`src/hdl/qth_pkg.sv`:
```
// Shared constants and the arctangent table function for the quaternion to compass heading block.
`default_nettype none
package qth_pkg;
	localparam int MaxStages = 24;
	localparam int AngW = 34;
	localparam int TolW = 15;
	localparam int HeadW = 16;
	localparam logic [AngW-1:0] Ang90 = 34'd589824000;
	localparam logic [AngW-1:0] Ang180 = 34'd1179648000;

	function automatic logic [AngW-1:0] atan_entry(input int i);
		logic [AngW-1:0] t;
		unique case (i)
			0: t = 34'd294912000;
			1: t = 34'd174096719;
			2: t = 34'd91987925;
			3: t = 34'd46694507;
			4: t = 34'd23437865;
			5: t = 34'd11730358;
			6: t = 34'd5866610;
			7: t = 34'd2933484;
			8: t = 34'd1466764;
			9: t = 34'd733385;
			10: t = 34'd366693;
			11: t = 34'd183346;
			12: t = 34'd91673;
			13: t = 34'd45837;
			14: t = 34'd22918;
			15: t = 34'd11459;
			16: t = 34'd5730;
			17: t = 34'd2865;
			18: t = 34'd1432;
			19: t = 34'd716;
			20: t = 34'd358;
			21: t = 34'd179;
			22: t = 34'd90;
			23: t = 34'd45;
			default: t = '0;
		endcase
		return t;
	endfunction
endpackage
`default_nettype wire

```
`src/hdl/qth_front.sv`:
```
// Front end: rotated forward vector, level test and normalization for CORDIC.
`default_nettype none
module qth_front #(
	parameter int QUAT_WIDTH = 16
) (
	input wire logic clk,
	input wire logic arst_n,
	input wire logic en,
	input wire logic in_valid,
	input wire logic signed [QUAT_WIDTH-1:0] qx,
	input wire logic signed [QUAT_WIDTH-1:0] qy,
	input wire logic signed [QUAT_WIDTH-1:0] qz,
	input wire logic signed [QUAT_WIDTH-1:0] qw,
	input wire logic [qth_pkg::TolW-1:0] tol,
	output logic out_valid,
	output logic [29:0] xm,
	output logic [29:0] ym,
	output logic vx_neg,
	output logic vy_neg,
	output logic level
);
	import qth_pkg::*;
	localparam int PW = 2 * QUAT_WIDTH;
	localparam int SW = PW + 2;
	localparam int SH = 2 * QUAT_WIDTH - 17;

	logic v_s1, v_s2;
	logic signed [PW-1:0] pxy_s1, pwz_s1, pww_s1, pyy_s1, pxx_s1, pzz_s1;
	logic signed [SW-1:0] hx, pos, neg;
	logic [SW-1:0] ax, my, ax2, tolx;
	logic [SW-1:0] ax2_s2, my_s2;
	logic vxn_s2, vyn_s2, lvl_s2;
	logic [6:0] lzx, lzy, lz, s;
	logic [SW-1:0] xs, ys;

	always_ff @(posedge clk or negedge arst_n) begin
		if (!arst_n) begin
			v_s1 <= 1'b0;
			v_s2 <= 1'b0;
			out_valid <= 1'b0;
		end else if (en) begin
			v_s1 <= in_valid;
			v_s2 <= v_s1;
			out_valid <= v_s2;
		end
	end

	always_ff @(posedge clk) begin
		if (en) begin
			pxy_s1 <= qx * qy;
			pwz_s1 <= qw * qz;
			pww_s1 <= qw * qw;
			pyy_s1 <= qy * qy;
			pxx_s1 <= qx * qx;
			pzz_s1 <= qz * qz;
		end
	end

	always_comb begin
		hx = SW'(pxy_s1) - SW'(pwz_s1);
		pos = SW'(pww_s1) + SW'(pyy_s1);
		neg = SW'(pxx_s1) + SW'(pzz_s1);
		ax = hx[SW-1] ? SW'(-hx) : SW'(hx);
		my = (pos < neg) ? SW'(neg - pos) : SW'(pos - neg);
		ax2 = ax << 1;
		if (SH >= 0) tolx = SW'(tol) << SH;
		else tolx = SW'(tol) >> (-SH);
	end

	always_ff @(posedge clk) begin
		if (en) begin
			ax2_s2 <= ax2;
			my_s2 <= my;
			vxn_s2 <= hx[SW-1];
			vyn_s2 <= pos < neg;
			lvl_s2 <= (ax < ((tolx + 1'b1) >> 1)) && (my < tolx);
		end
	end

	always_comb begin
		lzx = 7'd0;
		lzy = 7'd0;
		for (int i = 0; i < SW; i++) begin
			if (ax2_s2[i]) lzy = 7'(i + 1);
			if (my_s2[i]) lzx = 7'(i + 1);
		end
		lz = (lzx > lzy) ? lzx : lzy;
		s = (lz > 7'd30) ? 7'(lz - 7'd30) : 7'd0;
		xs = my_s2 >> s;
		ys = ax2_s2 >> s;
	end

	always_ff @(posedge clk) begin
		if (en) begin
			xm <= xs[29:0];
			ym <= ys[29:0];
			vx_neg <= vxn_s2;
			vy_neg <= vyn_s2;
			level <= lvl_s2;
		end
	end
endmodule
`default_nettype wire

```
`config.mk`:
```
export PLATFORM = sky130hd
export DESIGN_NAME = qth_front
export DESIGN_NICKNAME = d
export VERILOG_FILES = /design/src/hdl/qth_pkg.sv /design/src/hdl/qth_front.sv
export SDC_FILE = /design/constraint.sdc
export NUM_CORES = 2
export LEC_CHECK = 0
export BUFFER_PORTS_ARGS = -buffer_cell sky130_fd_sc_hd__buf_2
export CAP_MARGIN = 20
export CORE_MARGIN = 4
export CORE_UTILIZATION = 30
export CTS_BUF_LIST = sky130_fd_sc_hd__clkbuf_4
export DETAILED_ROUTE_END_ITERATION = 6
export PLACE_DENSITY = 0.44
export SYNTH_ARGS = -nofsm -noshare
export SYNTH_HDL_FRONTEND = slang
export SYNTH_SLANG_ARGS = --single-unit
```
`constraint.sdc`:
```
create_clock -name clk -period 19.62 [get_ports clk]
set_clock_uncertainty 0.15 [all_clocks]
set_input_delay 0.981 -clock clk [delete_from_list [all_inputs] [get_ports clk]]
set_output_delay 0.981 -clock clk [all_outputs]
set_load 0.03 [all_outputs]
```
# Word-level counts from Yosys, hierarchy flattened
# Index checks and enable logic that the tools add are counted.
# word_totals
ff_bits,328
output_inout_bits,64
in_bits,83
wordCells,112
# op_classes
n_shift,2
order_cmp,5
muxes,71
n_mul,6
reduce_logical,1
n_addsub,8
# ops
operator,n
$mux W7,67
$mul A16 B16 Y32,6
$lt A34 B30 Y1,2
$mux W34,2
$shr A34 B7 Y30,2
$sub A33 B33 Y34,2
$add A32 B32 Y33,2
$neg A33 Y34,1
$lt A33 B33 Y1,1
$sub A32 B32 Y33,1
$add A30 B1 Y31 const B,1
$gt A7 B5 Y1 const B,1
$gt A7 B7 Y1,1
$sub A7 B5 Y7 const B,1
$mux W2,1
$logic_and A1 B1 Y1,1
$mux W1,1

# Logic depth before layout (Yosys ltp)
# depth
ltp_word,39
ltp_mapped,44

# Worst setup path before layout
# No wires, ideal clock.
# synth_timing
kind,register to register
startpoint,register pww_s1[2]
endpoint,register lvl_s2 (data pin)
arrival_ns,8.067
required_time_ns,19.312
stages_incl_launch_ff,44
path_slack_ns,11.245
path_cell_list,edfxtp_1 -> ha_1 -> fa_1 -> a21o_1 -> a21oi_1 -> o21ba_2 -> o21ai_0 -> a21oi_1 -> o21ai_0 -> o21ai_0 -> nor2b_1 -> o21a_1 -> or2_2 -> a21o_1 -> a21o_1 -> xor2_1 -> inv_1 -> ha_1 -> [... 8 more ...] -> inv_2 -> nor2_1 -> a21oi_1 -> a311oi_1 -> o22ai_1 -> a221oi_1 -> xnor2_1 -> ha_1 -> a21o_1 -> a21o_1 -> a21oi_1 -> o21ai_0 -> a21oi_1 -> o221ai_1 -> nor2_1 -> o31ai_1 -> or4_1 -> a211oi_2
# synth_via
elab_chain_cells,5
# synth_rtl
element,line,rtl
from (decl),qth_front.sv:28,"logic signed [PW-1:0] pxy_s1, pwz_s1, pww_s1, pyy_s1, pxx_s1, pzz_s1;"
from (signal assigned),qth_front.sv:52,pww_s1 <= qw * qw;
$add A32 B32 Y33 *,qth_front.sv:61,pos = SW'(pww_s1) + SW'(pyy_s1);
$sub A33 B33 Y34 or $lt A33 B33 Y1 (tied branches),qth_front.sv:64,my = (pos < neg) ? SW'(neg - pos) : SW'(pos - neg);
$mux W34 *,qth_front.sv:64,
net my[22],qth_front.sv:30,"logic [SW-1:0] ax, my, ax2, tolx;"
$lt A34 B30 Y1 *,qth_front.sv:76,lvl_s2 <= (ax < ((tolx + 1'b1) >> 1)) && (my < tolx);
$logic_and A1 B1 Y1 *,qth_front.sv:76,
to (signal assigned),qth_front.sv:76,
to (decl),qth_front.sv:32,"logic vxn_s2, vyn_s2, lvl_s2;"
# Mark *: on every way through the listed nets, which the timed path passes. The rest lies on a longest branch.
# A chain may end at the register's enable or synchronous reset.

# Worst setup path after layout
# layout_timing
startpoint,register pyy_s1[2]
endpoint,register lvl_s2 (data pin)
# layout_via
elab_chain_cells,5
# layout_rtl
element,line,rtl
from (decl),qth_front.sv:28,
from (signal assigned),qth_front.sv:53,pyy_s1 <= qy * qy;
$add A32 B32 Y33 *,qth_front.sv:61,
$sub A33 B33 Y34 or $lt A33 B33 Y1 (tied branches),qth_front.sv:64,
$mux W34 *,qth_front.sv:64,
net my[22],qth_front.sv:30,
$lt A34 B30 Y1 *,qth_front.sv:76,
$logic_and A1 B1 Y1 *,qth_front.sv:76,
# Marked as above.

==> flow_metrics.py <==
metrics = {
    "run_status": {
        "status": "finished with violations",
        "violations": "design-rule violations",
    },
    "clock_tree": {
        "cts_buffer_depth": 3,
        "cts_buffers": 98,
        "clkTransAtPathRegs_ns": 0.07,
        "cts_tree": "yes",
        "ctsResizeCount": 0,
        "cts-root-buf": "clkbuf_4",
        "htree_levels": 3,
        "cts_num_sinks": 324,
        "clk_latency_ns": 0.99,
    },
    "place": {
        "dp_hpwl_mm": 174,
        "io_buffers": 146,
        "gp_congestion": 0.877,
    },
    "drt": {
        "routed_wl_mm": 212,
        "vias": 53800,
        "wl_per_cell_um": 18.3,
        "firstDrtPassIters": 7,
        "ant_nets": 0,
        "drc": 1,
        "drtIter0Drc": 2912,
        "vias_per_cell": 4.64,
    },
    "finish": {
        "fill_cells": 26700,
        "multi_input_area_sq_um": 58500,
        "areaGrowthSynthToFinish_pct": 7.35,
        "layout_commonest_cell": "inv_1",
        "layout.nets": 10400,
        "layout-drive-gt1-share_pct": 5.26,
        "most-common-layout-cells": "inv_1, fa_1, nand2_1",
        "seq_area_sq_um": 9710,
    },
    "global_routing": {
        "antenna_found_initial": 17,
        "grt-ovfl-total": 0,
        "grt_max_degree": 102,
        "grt_pass1_vias": 57900,
        "grt_usage_pct": 16.4,
        "grt_pass1_wl_mm": 337,
    },
    "sta": {
        "final-setup-viol-count": 0,
        "fin_crit_sh_pct": 52.6,
        "finalHoldViolations": 0,
        "fin_setup_tns_ns": 0,
        "finalCriticalPeriod_ns": 10.32,
        "rsz0062_at_grt": "false",
        "hold_ws_ns": 0.274,
        "slew_viol_final": 0,
        "tightest_slew_ns": 1.07,
        "slew_headroom_pct": 28.9,
        "fmax_mhz": 96.9,
    },
    "critical_path": {
        "worstPathMaxFanout": 35,
        "cp-end-kind": "register",
        "critPathLaunchType": "register",
        "required_ns": 20.28,
        "critPathBufInv": 3,
        "crit_path_max_incr_delay_ns": 0.58,
        "crit_type": "register to register",
        "crit_family": "compound AO/OA/AOI/OAI gates",
        "critical_path_arrival_ns": 10.98,
        "slowest_stage": "or4_1",
    },
    "synth": {
        "synthArstFlopShare_pct": 0.926,
        "ys_warn_count": 0,
        "ys.flop_type": "edfxtp_1",
        "syn_area_sq_um": 76600,
        "yosysSeqAreaShare_pct": 12.7,
        "synth-seq-cells": 324,
        "synth_cells": 8111,
        "synth.distinct_cells": 87,
        "syn_avg_cell_area_sq_um": 9.45,
        "syn_nets": 10400,
        "synth_edf_count": 321,
    },
    "floorplan": {
        "die_area_sq_um": 264000,
        "die_width_um": 513,
        "rows": 185,
        "die_y_um": 513,
        "start_util_pct": 30.2,
        "core_sq_um": 254000,
        "ioPinCount": 147,
    },
    "hold_path": {
        "hp-class": "register to register",
    },
    "flow_run": {
        "max_cap_violations": 0,
    },
}
==> worst register-to-register path: cells and delay by family, from the launching register on <==
family / cells / cell delay, ns
buf+inv: 3 / 0.82
flops: 1 / 0.37
simple gates: 10 / 2.42
xor+xnor: 2 / 0.39
compound gates: 24 / 4.68
fa+ha+maj: 4 / 1.33
==> registers in the layout (all words and copies together), names as in the netlist <==
register and flops:
pyy_s1 31, pxy_s1 32, my_s2 34, out_valid 1
ym 30, lvl_s2 1, xm 30, vxn_s2 1
vyn_s2 1, level 1, pzz_s1 31, ax2_s2 33
pwz_s1 32, v_s2 1, vx_neg 1, pxx_s1 31
vy_neg 1, v_s1 1, pww_s1 31
==> cells by family (layout without fill, tap and decap cells) <==
family,after synthesis,count (layout),synth area share [%]
other,0,11,0
AOI/OAI and AO/OA,976,976,8.31
DFF,324,324,12.7
muxes,143,143,1.89
adders and majority gates,2192,2192,50.4
and+or+nand+nor,1859,1859,11.5
buffers and inverters,2254,2363,11.1
xor gates and xnor gates,363,363,4.16
==> final timing paths <==
kind | startpoint | to | slack [ns] | depth (start not counted)
max in group asynchronous | arst_n | v_s1 | 18.41 | 3
worst min-delay path | vxn_s2 | vx_neg | 0.27 | 0
min in group asynchronous | arst_n | out_valid | 0.76 | 3
worst min register to register | vxn_s2 | vx_neg | 0.27 | 0
worst max-delay path | pyy_s1[2] | lvl_s2 | 9.30 | 43
worst max register to register | pyy_s1[2] | lvl_s2 | 9.30 | 43
==> synthesized netlist by cell type (8+ instances only) <==
library cell	instances	area share, %
buf_2	16	0.10
xnor2_1	261	3.0
nor2_1	347	1.7
a21o_1	118	1.2
o21a_1	45	0.44
o21bai_1	58	0.57
fa_1	1488	39
o21ai_0	139	0.91
o211ai_1	16	0.16
o21ai_1	12	0.078
a211o_1	9	0.10
or2_2	26	0.21
nand2b_1	76	0.62
a221oi_1	8	0.091
nor3b_1	13	0.13
inv_1	1960	9.6
nand2_1	760	3.7
a22oi_1	64	0.63
clkbuf_1	245	1.2
clkinv_1	14	0.069
a21oi_1	308	2.0
mux2i_1	132	1.7
ha_1	704	11
a31oi_1	28	0.23
nor3_1	53	0.35
nor4_1	18	0.15
a211oi_1	30	0.29
mux2_2	11	0.16
edfxtp_1	321	13
or3_1	18	0.15
and2_1	352	2.9
nand3_1	52	0.34
xor2_1	101	1.2
nand4_1	23	0.19
o221ai_1	18	0.21
and3_1	31	0.25
nor2b_1	56	0.46
o31ai_1	23	0.23
buf_1	15	0.073
==> through the flow <==
stage | utilization (%) | area, sq um | setup WS, ns | cells
after CTS | 32.4 | 82300 | 9.41 | 11600
after detailed placement | 31.9 | 81100 | 9.47 | 11400
after global routing | 32.4 | 82300 | 8.68 | 11600
final | 32.4 | 82300 | 9.30 | 11600
after floorplan | - | 76600 | 11.25 | 8111
after global placement | 31.9 | 81100 | 9.44 | 11400
==> area by class of cell <==
type,count,area share (%)
well taps,3366,5.12
clock buffers,127,1.16
multi-input cells,5533,71.1
clock inverters,43,0.234
inverters,1978,9.02
diodes,11,0.0335
repair buffers,215,1.55
flip-flops and latches,324,11.8
==> layer usage <==
metal | global-route usage, % | wire, um
met3 | 1.81 | 8510
met4 | 4.70 | 6290
met2 | 27.5 | 101000
met1 | 22.5 | 96600
met5 | 0 | 121
==> repair_timing <==
action                                  in CTS  in global routing
endpoints found under the hold margin        4                  0
setup buffers                                0                  0
endpoints found under the setup margin       0                  0
hold buffers                                 3                  0
Power is left out: the tool's default activity adds up to more than one toggle a clock period on the data nets, which glitch-free logic cannot reach.
