===== src/hdl/qth_pkg.sv =====
// Shared constants and the arctangent table function for the quaternion to compass heading block.
`default_nettype none
package qth_pkg;
	localparam int MaxStages = 24;
	localparam int AngW = 34;
	localparam int TolW = 15;
	localparam int HeadW = 16;
	localparam logic [AngW-1:0] Ang90 = 34'd589824000;
	localparam logic [AngW-1:0] Ang180 = 34'd1179648000;

	function automatic logic [AngW-1:0] atan_entry(input int i);
		logic [AngW-1:0] t;
		unique case (i)
			0: t = 34'd294912000;
			1: t = 34'd174096719;
			2: t = 34'd91987925;
			3: t = 34'd46694507;
			4: t = 34'd23437865;
			5: t = 34'd11730358;
			6: t = 34'd5866610;
			7: t = 34'd2933484;
			8: t = 34'd1466764;
			9: t = 34'd733385;
			10: t = 34'd366693;
			11: t = 34'd183346;
			12: t = 34'd91673;
			13: t = 34'd45837;
			14: t = 34'd22918;
			15: t = 34'd11459;
			16: t = 34'd5730;
			17: t = 34'd2865;
			18: t = 34'd1432;
			19: t = 34'd716;
			20: t = 34'd358;
			21: t = 34'd179;
			22: t = 34'd90;
			23: t = 34'd45;
			default: t = '0;
		endcase
		return t;
	endfunction
endpackage
`default_nettype wire


===== src/hdl/qth_back.sv =====
// Back end: clamp, quadrant placement and rounding to hundredths of a degree.
`default_nettype none
module qth_back (
	input wire logic clk,
	input wire logic arst_n,
	input wire logic en,
	input wire logic in_valid,
	input wire logic signed [qth_pkg::AngW-1:0] angle,
	input wire logic vx_neg,
	input wire logic vy_neg,
	input wire logic level,
	input wire logic zero,
	output logic out_valid,
	output logic [qth_pkg::HeadW-1:0] heading,
	output logic hvalid
);
	import qth_pkg::*;
	logic [AngW-1:0] base;
	logic signed [AngW:0] ang, adj;
	logic signed [AngW:0] ang_s1;
	logic lvl_s1;
	logic v_s1;
	logic signed [AngW-16:0] r;
	logic [HeadW:0] res;

	always_comb begin
		if (zero || angle < 0) base = '0;
		else if (angle > $signed(Ang90)) base = Ang90;
		else base = angle;
		if (!vy_neg) ang = vx_neg ? -$signed({1'b0, base}) : $signed({1'b0, base});
		else ang = vx_neg ? -$signed({1'b0, Ang180 - base}) : $signed({1'b0, Ang180 - base});
	end

	always_ff @(posedge clk or negedge arst_n) begin
		if (!arst_n) begin
			v_s1 <= 1'b0;
			out_valid <= 1'b0;
		end else if (en) begin
			v_s1 <= in_valid;
			out_valid <= v_s1;
		end
	end

	always_ff @(posedge clk) begin
		if (en) begin
			ang_s1 <= ang;
			lvl_s1 <= level;
		end
	end

	always_comb begin
		adj = ang_s1 + (AngW+1)'(32768);
		r = adj[AngW:16];
		if (r < 0) res = (HeadW+1)'(r + 36000);
		else res = (HeadW+1)'(r);
		if (res > 17'd35999) res = 17'd35999;
	end

	always_ff @(posedge clk) begin
		if (en) begin
			heading <= lvl_s1 ? '0 : res[HeadW-1:0];
			hvalid <= !lvl_s1;
		end
	end
endmodule
`default_nettype wire


===== config.mk =====
export PLATFORM = sky130hd
export DESIGN_NAME = qth_back
export DESIGN_NICKNAME = d
export VERILOG_FILES = /design/src/hdl/qth_pkg.sv /design/src/hdl/qth_back.sv
export SDC_FILE = /design/constraint.sdc
export NUM_CORES = 1
export LEC_CHECK = 0
export ABC_CLOCK_PERIOD_IN_PS = 3600
export CORE_ASPECT_RATIO = 1.1
export CORE_MARGIN = 4
export CORE_UTILIZATION = 58
export CTS_CLUSTER_DIAMETER = 200
export DETAILED_ROUTE_END_ITERATION = 10
export DONT_BUFFER_PORTS = 1
export GPL_ROUTABILITY_DRIVEN = 0
export HOLD_SLACK_MARGIN = 0.06
export PLACE_DENSITY = 0.77
export REMOVE_ABC_BUFFERS = 1
export SYNTH_ARGS = -nofsm -noshare
export SYNTH_HDL_FRONTEND = slang
export SYNTH_SLANG_ARGS = --single-unit

===== constraint.sdc =====
create_clock -name clk -period 3.6 [get_ports clk]
set_clock_uncertainty 0.15 [all_clocks]
set_input_delay 0.36 -clock clk [delete_from_list [all_inputs] [get_ports clk]]
set_output_delay 0.36 -clock clk [all_outputs]
set_load 0.01 [all_outputs]

Word-level counts from Yosys, hierarchy flattened. Index checks and enable logic that the tools add are counted.

Add/subtract/negate cells: 5. Reductions and logical operators: 3. $lt $le $gt $ge: 4. Mux-type cells: 7.

Operators by type and width (count): 35-bit 2-to-1 mux (3); 34-bit negation with 35-bit output (2); 34-bit 2-to-1 mux (2); 35-bit by 17-bit adder with 35-bit output (second input constant) (1); 34-bit by 31-bit > comparator with 1-bit output (second input constant) (1); 34-bit by 1-bit < comparator with 1-bit output (second input constant) (1); 31-bit by 34-bit subtractor with 34-bit output (first input constant) (1); 19-bit by 1-bit < comparator with 1-bit output (second input constant) (1); 17-bit adder (second input constant) (1); 17-bit by 16-bit > comparator with 1-bit output (second input constant) (1); 17-bit 2-to-1 mux (1); 16-bit 2-to-1 mux (1); 2-bit OR reduction (1); 1-bit logical NOT (1); 1-bit logical OR (1).

Output and inout port bits: 18. Flip-flop bits (word level): 55. Word-level logic and storage cells: 26.

Logic depth before layout (Yosys ltp). Gate-level depths: netlist (run 1).

Word-level depth: 7. Gate-level depth with buffers: 19.

Worst setup path after synthesis (run 1). Ideal clock, no wire load.

Path kind: input to register. From: input port angle[16] in the netlist's numbering. To: register ang_s1[27] (data pin). Arrival time: 4083 ps. Stages: 17. Setup slack: -902 ps. Setup time: 269 ps. Required time: 3181 ps. Path buffers: 3. Cells stage by stage: buf_6 or3_1 and4bb_2 nand4_1 nand2_1 clkbuf_1 nand2_1 ha_1 clkbuf_1 nand3_1 nor3_2 a41o_1 or2_0 or3_1 o41a_1 a221oi_1 a311oi_1.

Cells in the longest elaborated chain, start to end: 7.

RTL lines: from (decl) (line qth_back.sv:8) `input wire logic signed [qth_pkg::AngW-1:0] angle,`; 34-bit by 31-bit > comparator with 1-bit output or 34-bit by 1-bit < comparator with 1-bit output (tied branches) (line qth_back.sv:28, qth_back.sv:27); 34-bit 2-to-1 mux or 1-bit logical OR (tied branches) (line qth_back.sv:28, qth_back.sv:27); 34-bit 2-to-1 mux * (line qth_back.sv:27) `if (zero || angle < 0) base = '0;`; 31-bit by 34-bit subtractor with 34-bit output (line qth_back.sv:31) `else ang = vx_neg ? -$signed({1'b0, Ang180 - base}) : $signed({1'b0, Ang180 - base});`; 34-bit negation with 35-bit output (line qth_back.sv:31); 35-bit 2-to-1 mux (line qth_back.sv:31); 35-bit 2-to-1 mux * (line qth_back.sv:30) `if (!vy_neg) ang = vx_neg ? -$signed({1'b0, base}) : $signed({1'b0, base});`; net ang[27] (line qth_back.sv:19) `logic signed [AngW:0] ang, adj;`; to (signal assigned) (line qth_back.sv:46) `ang_s1 <= ang;`; to (decl) (line qth_back.sv:20) `logic signed [AngW:0] ang_s1;`.

The timed path passes the listed nets; every way through them passes the cells marked *. A chain may end at the register's enable or synchronous reset.

Worst setup path in the final report (run 1). Ends and elaborated chain as after synthesis.

==> impl_summary.txt, run 1 <==
----------------------------------------------------
[Global routing]
  Total Routing Usage GR ... ~27%
  Global-route wire length before repair ... 20.4 mm
  Number of antenna violations at the first check in global routing ... 0
  Pin count of the biggest net entering global routing ... 39
  Remaining Overflow, GRT ... 0
  Number of global-route vias before repair ... roughly 4500

[Setup path]
  Endpoint class of the critical path ... flop
  Required time of the worst setup path ... 3.49 ns
  Startpoint types ... primary input
  Arr. time, crit path ... 3.54 ns
  Kind of critical path ... in2reg
  Worst-path fanout max ... 10

[Final layout]
  Area growth from synthesis to layout ... 18.0%
  Leading cell type in the layout, fill and taps excluded ... buf_4
  Net count of the finished layout ... roughly 650
  Layout fillers ... 605
  Count of antenna diodes in the layout ... 0
  Final standard cell count with taps included and fillers excluded ... a little under 700
  Fraction of layout instances using a drive strength above 1 ... 20.2%
  Top library cells by usage in the layout, fill and taps aside ... buf_4 (63), nor2_1 (55), nand2_1 (43)

[Die]
  Vert. Die Dim ... 99.4 um
  Die area ... 9050 um^2
  Core Region ... ~7400 um^2
  Die X ... a little over 90 um
  Top Ports ... 60
  Initial cell density of the core ... 59.2%
  Std-Cell Rows ... 33

[Power]
  Net switching power figure ... 0.415 mW
  Part of the power in registers ... ~45%
  Logic pwr share ... 28.6%
  Switching share of power ... between 30% and 40%
  Clock network fraction of total power ... 26.0%
  VDD IR-drop max ... 0.000157 V
  Total power after layout ... 1.36 mW
  Power per cell area ... 262 nW/um^2
  Internal Pwr Total ... about 0.95 mW
  Leakage power total ... about 1.8 nW

[STA]
  Post-layout min period ... approximately 3.6 ns
  Slew at the pin with the worst max-slew slack ... 0.700 ns
  Setup Viol. Count Final ... 1
  Slew Viols, Final ... 0
  Final hold violations ... 0
  Fin crit share ... 101%
  Crit path setup slack, layout ... -0.0489 ns
  Maximum achievable frequency ... 274 MHz
  Post-Route Hold Slack ... 0.0704 ns
  Slew HR ... 53.3%
  Unrepaired setup endpoints after global routing ... true

[CTS]
  Clock tree from TritonCTS ... done
  Worst-Skew Late Latency ... roughly 0.30 ns
  Largest buffer count on any clock path ... 2
  TritonCTS sink count ... 40
  Clock buffer count from CTS ... 5
  Post-CTS clock slew at the launch and capture registers of the worst setup and hold paths ... around 0.080 ns
  Htree depth ... 2
  Root cell of the clock tree ... clkbuf_8

[Synth]
  Async SR Flop Fraction ... 5.00%
  Cell variety after synth ... 85
  Flip-flop and latch count after synthesis ... 40
  Synthesis warning total ... 0
  Post-synth EDFFs ... 38
  Mean instance size in the synthesized netlist ... around 7.9 um^2
  Post-synth top flop ... edfxtp_1
  Netlist Area Pre-Place ... between 4000 and 5000 um^2
  Fraction of the yosys area taken by sequential cells ... 27.1%
  Number of instances in the synthesized netlist ... 554

[Detailed routing]
  Pre-antenna DRT Iters ... 5
  Remaining routing DRC violations ... 0
  Final ANT Viol Nets ... 0
  WL final ... between 10 and 15 mm
  Routed WL per cell ... between 15 and 20 um
  Via-to-Cell Ratio ... 6.92
  Starting DRC count in detailed routing ... 318
  Vias ... 4751

[Status]
  Violations in the final reports ... setup timing
  Run status ... complete, but fails checks

[Min path]
  Kind of path behind the tightest hold check ... in2reg

[Job]
  Number of maximum-capacitance constraint violations ... 0

[Place]
  Detailed Place HPWL ... 9.77 mm
  Port buffer count ... 0
  Placed Instances ... 666

----------------------------------------------------
## Yosys cell counts (all sizes together) (4+ instances only)
| library cell | instances | area share, % |
|---|---|---|
| o211ai | 9 | 1.6 |
| a21oi | 37 | 4.2 |
| xor2 | 17 | 3.6 |
| buf | 6 | 0.91 |
| a31oi | 11 | 1.6 |
| ha | 4 | 1.1 |
| o31ai | 8 | 1.4 |
| and3 | 7 | 1.0 |
| o2111ai | 4 | 0.80 |
| clkbuf | 26 | 2.2 |
| inv | 8 | 0.68 |
| xnor2 | 31 | 6.2 |
| nand2 | 47 | 4.1 |
| a21o | 5 | 0.85 |
| nand3 | 28 | 3.3 |
| nor2 | 58 | 5.1 |
| or3 | 14 | 2.0 |
| or2 | 6 | 0.85 |
| o21a | 8 | 1.4 |
| a211oi | 10 | 2.0 |
| nand4 | 10 | 1.6 |
| and2 | 13 | 1.8 |
| o21ai | 28 | 3.3 |
| edfxtp | 38 | 26 |
| and4 | 5 | 1.0 |
| nor4 | 14 | 2.5 |
| nor3 | 26 | 3.3 |
| a22oi | 4 | 0.68 |
| nor2b | 5 | 0.71 |
## worst max-delay path, cell delays in order
cell and delay (ns):
or3_4 0.37, and4bb_2 0.33, nand4_1 0.14, nand2_2 0.13
nand2_2 0.09, ha_4 0.19, nor3_4 0.19, o2111ai_1 0.12
a21oi_1 0.15, o2111ai_2 0.19, a211oi_4 0.30, nand4_2 0.17
o41a_1 0.45, a221oi_2 0.26, a311oi_1 0.08
## cells by family (layout without fill, tap and decap cells)
| logic type | Yosys count | after routing | synth area share (%) |
|---|---|---|---|
| XOR/XNOR | 48 | 48 | 9.72 |
| AO/OA/AOI/OAI | 166 | 167 | 26.5 |
| flip-flops | 40 | 40 | 27.1 |
| multiplexers | 6 | 6 | 1.45 |
| buffers and inverters | 41 | 86 | 3.90 |
| AND/OR/NAND/NOR | 249 | 249 | 30.3 |
| adder cells (fa/ha/maj) | 4 | 4 | 1.14 |
## routing by layer
metal  part of all wire [%]  vias up  wire length [um]  global-route usage (%)
li1                       -     2220                 -                       -
met1                     37     2195              4860                    29.9
met2                     51      279              6570                    50.2
met3                    6.5       57               849                    3.86
met4                    5.4        0               702                    16.4
met5                      0        -                 0                       0
## metrics by stage
stage | setup slack [ns] | area, um^2 | util, % | setup TNS (ns)
6_report | -0.0489 | 5190 | 69.9 | -0.0489
5_1_grt | -0.140 | 5190 | 69.9 | -0.898
4_1_cts | -0.0265 | 4990 | 67.1 | -0.0265
3_5_place_dp | -0.476 | 4800 | 64.6 | -4.89
3_3_place_gp | -0.261 | 4800 | 64.6 | -2.58
2_1_floorplan | -0.854 | 4260 | - | -8.57
## area by class of cell
| cell class | instances | area (um^2) | area share (%) |
|---|---|---|---|
| Inverter | 9 | 33.8 | 0.651 |
| Clock buffer | 6 | 72.6 | 1.40 |
| Multi-Input combinational cell | 474 | 3210 | 61.8 |
| Tap cell | 87 | 109 | 2.10 |
| Clock inverter | 2 | 35.0 | 0.675 |
| Timing Repair Buffer | 69 | 544 | 10.5 |
| Sequential cell | 40 | 1190 | 22.9 |
## worst paths after layout
path,endpoint,slack [ns],cells after the start,start
worst min-delay path,out_valid$_DFFE_PN0P_,0.07,1,en
worst max-delay path,ang_s1[27]$_DFFE_PP_,-0.05,15,angle[16]
max in group asynchronous,v_s1$_DFFE_PN0P_,3.04,1,arst_n
worst min register to register,out_valid$_DFFE_PN0P_,0.37,1,v_s1$_DFFE_PN0P_
worst max register to register,heading[12]$_SDFFCE_PP0P_,0.17,12,ang_s1[18]$_DFFE_PP_
min in group asynchronous,out_valid$_DFFE_PN0P_,0.14,1,arst_n
## registers in the layout, summed over array words and instances, names as in the netlist
name	cells
ang_s1	20
out_valid	1
v_s1	1
lvl_s1	1
hvalid	1
heading	16
## power by group through the flow
| stage | sequential (mW) | clock, mW | combinational (mW) |
|---|---|---|---|
| 3_5_place_dp | 0.627 | 0 | 0.342 |
| 3_3_place_gp | 0.625 | 0 | 0.330 |
| 5_1_grt | 0.621 | 0.383 | 0.425 |
| 6_report | 0.617 | 0.354 | 0.390 |
| 2_1_floorplan | 0.613 | 0 | 0.255 |
| 4_1_cts | 0.616 | 0.358 | 0.360 |
## timing repair
item                                    in CTS  in global routing
gates cloned                                 0                  1
endpoints found under the setup margin      16                 27
endpoints found under the hold margin       41                  1
buffers inserted                             1                  6
pin swaps                                    2                 17
gates resized for setup                      8                 25
hold buffers                                 3                  2
(Power assumes the default switching activity.)
==> run 2: changes to the inputs <==
Settings changed: ABC_CLOCK_PERIOD_IN_PS 3600 to 4400, CORE_UTILIZATION 58 to 36, CTS_BUF_LIST set to sky130_fd_sc_hd__clkbuf_4, PLACE_DENSITY 0.77 to 0.53.
Clock period 3.6 ns to 4.4 ns, I/O delays scaled along.
==> run 2 against run 1 <==
Effect of this change:
- the flow now finishes without violations
- largest cell class unchanged
- largest power group unchanged
- critical endpoint unchanged
- wire length grew 1.5%
- sequential power shrank 18%
- die area grew 55%
==> impl_summary.txt, run 2 (synthesized netlist as in run 1, its figures left out) <==
----------------------------------------------------
[Status]
  Run status ... finished, final reports clean

[STA]
  Final hold violations ... 0 (unchanged)
  Slew at the pin with the worst max-slew slack ... 0.886 ns (+0.186 ns)
  Maximum achievable frequency ... 252 MHz
  Slew HR ... 40.4% (-13 points)
  Fin crit share ... between 90% and 100%
  Summed negative setup slack over all endpoints ... 0 ns (+0.0489 ns)
  Slew Viols, Final ... 0 (unchanged)
  Unrepaired setup endpoints after global routing ... false
  Post-layout min period ... about 4.0 ns
  Setup Viol. Count Final ... 0 (-1)

[CTS]
  Root cell of the clock tree ... clkbuf_4
  Worst-Skew Late Latency ... 0.36 ns (+0.06 ns)
  Clock tree from TritonCTS ... done
  Resize count post-CTS ... 0 (-8)
  TritonCTS sink count ... 40 (unchanged)
  Largest buffer count on any clock path ... 2 (unchanged)
  Clock buffer count from CTS ... 5 (unchanged)
  Post-CTS clock slew at the launch and capture registers of the worst setup and hold paths ... 0.13 ns (+0.05 ns)
  Htree depth ... 2 (unchanged)

[Final layout]
  Net count of the finished layout ... 597 (-7.4%)
  Largest register by flop count ... ang_s1
  Number of flip-flops in the largest register ... 20 (unchanged)
  Layout fillers ... 1244 (+110%)
  Top library cells by usage in the layout, fill and taps aside ... nor2_1 (56), nand2_1 (46), edfxtp_1 (38)
  Non-Filler Cell Area, Final ... 4720 um^2 (-9.1%)
  Fraction of layout instances using a drive strength above 1 ... 9.96% (-10 points)
  Registers with the most flip-flops ... ang_s1: 20 flops, heading: 16 flops
  Leading cell type in the layout, fill and taps excluded ... nor2_1
  Area growth from synthesis to layout ... 7.28%

[Global routing]
  Remaining Overflow, GRT ... 0 (unchanged)
  Number of global-route vias before repair ... 4101 (-8.3%)
  Global-route wire length before repair ... 21.1 mm (+3.2%)
  Total Routing Usage GR ... 18.6% (-8.7 points)
  Pin count of the biggest net entering global routing ... 39 (unchanged)
  Number of antenna violations at the first check in global routing ... 1 (+1)

[Setup path]
  Worst-path fanout max ... 10 (unchanged)
  Startpoint types ... primary input
  Family of cells with the greatest summed delay on the critical path ... simple AND/OR/NAND/NOR gates
  Required time of the worst setup path ... 4.35 ns (+0.86 ns)
  Max stage delay on crit path ... 0.41 ns (-0.04 ns)
  Critical Path, Cell by Cell ... or3_1 > and4bb_2 > nand4_1 > nand2_1 > nand2_1 > ha_1 > nor3_1 > o2111ai_1 > a21oi_1 > o2111ai_1 > a211oi_4 > nand4_2 > o41a_1 > a221oi_1 > a311oi_1
  Endpoint class of the critical path ... flop
  Reg-to-reg setup timing slack ... 0.80 ns (+0.63 ns)
  Total buffers and inverters traversed by the critical path ... 0 (unchanged)
  Arr. time, crit path ... 3.92 ns (+0.38 ns)
  Kind of critical path ... in2reg
  Master of the slowest instance on the critical path ... or3_1

[Power]
  VDD IR-drop max ... 0.000137 V (-13%)
  Power per cell area ... 217 nW/um^2 (-17%)
  Leakage power total ... 1.50 nW (-16%)

[Min path]
  Kind of path behind the tightest hold check ... in2reg

[Die]
  Core Region ... 12000 um^2 (+61%)
  Initial cell density of the core ... 36.7% (-22 points)
  Vert. Die Dim ... 124 um (+25%)
  Std-Cell Rows ... 42 (+27%)
  Die X ... 113 um (+25%)
  Die area ... 14100 um^2 (+55%)
  Top Ports ... 60 (unchanged)

[Place]
  Port buffer count ... 0 (unchanged)
  Detailed Place HPWL ... 10.4 mm (+6.5%)
  Dpl cell area ... 4600 um^2 (-4.2%)

[Detailed routing]
  Pre-antenna DRT Iters ... 6 (+1)
  Starting DRC count in detailed routing ... 341 (+7.2%)
  Final ANT Viol Nets ... 0 (unchanged)
  Routed WL per cell ... 18.6 um (-1.4%)
  Vias ... 4352 (-8.4%)
  WL final ... 13.2 mm (+1.5%)
  Via-to-Cell Ratio ... 6.16 (-11%)
  Remaining routing DRC violations ... 0 (unchanged)

[Job]
  Number of maximum-capacitance constraint violations ... 0 (unchanged)

----------------------------------------------------
-- run 2: report_power, final --
| group | internal [mW] | switching (mW) | total [mW] |
|---|---|---|---|
| combinational | 0.119 | 0.158 | 0.277 |
| clock | 0.118 | 0.127 | 0.245 |
| sequential | 0.463 | 0.0413 | 0.504 |
| total | 0.700 | 0.326 | 1.03 |
-- run 2: metal layers --
layer | GRT usage, % | share of wire, %
met5 | 0 | 0
met4 | 7.89 | 3.6
met3 | 3.84 | 6.9
met2 | 33.6 | 50
met1 | 21.4 | 40
-- run 2: metrics by stage --
stage               hold WS (ns)  worst slack (ns)  std cells  utilization (%)  power, mW
detailed placement      -0.00552             0.106        695             38.4      0.778
CTS                       0.0709             0.485        706             39.4       1.03
floorplan               -0.00559            -0.134        522                -      0.710
global placement        -0.00554             0.202        695             38.4      0.774
finish                    0.0650             0.432        707             39.4       1.03
global route              0.0651             0.209        707             39.4       1.09
-- run 2: timing repair --
action | CTS | global route
setup endpoints to repair | 0 | 0
hold buffers | 3 | 0
endpoints found under the hold margin | 41 | 0
setup buffers | 0 | 0
-- run 2: final timing paths --
check | from | end | cells after the start
hold / removal | in_valid | v_s1$_DFFE_PN0P_ | 1
setup reg to reg | ang_s1[18]$_DFFE_PP_ | heading[4]$_SDFFCE_PP0P_ | 10
max in group asynchronous | arst_n | out_valid$_DFFE_PN0P_ | 1
hold reg to reg | v_s1$_DFFE_PN0P_ | out_valid$_DFFE_PN0P_ | 1
min in group asynchronous | arst_n | v_s1$_DFFE_PN0P_ | 1
setup / recovery | angle[16] | ang_s1[27]$_DFFE_PP_ | 15
-- run 2: worst register-to-register path: stages, from the launching register on --
cell,delay (ns)
edfxtp_1,0.47
and3_1,0.36
nand3_1,0.25
nor3_2,0.35
xor2_2,0.36
nand2_1,0.18
or3_1,0.41
a21oi_1,0.18
o32ai_1,0.10
a21o_1,0.32
o21a_1,0.24
-- run 2: layout make-up --
type                    instances  area [um^2]  share of cell area [%]
inverters                       9         33.8                   0.716
clock inverters                 3         42.5                   0.901
diodes                          1         2.50                  0.0530
flip-flops and latches         40         1190                    25.2
well taps                     154          193                    4.08
clock buffers                   5         37.5                   0.795
repair buffers                 22          183                    3.87
multi-input cells             473         3040                    64.4
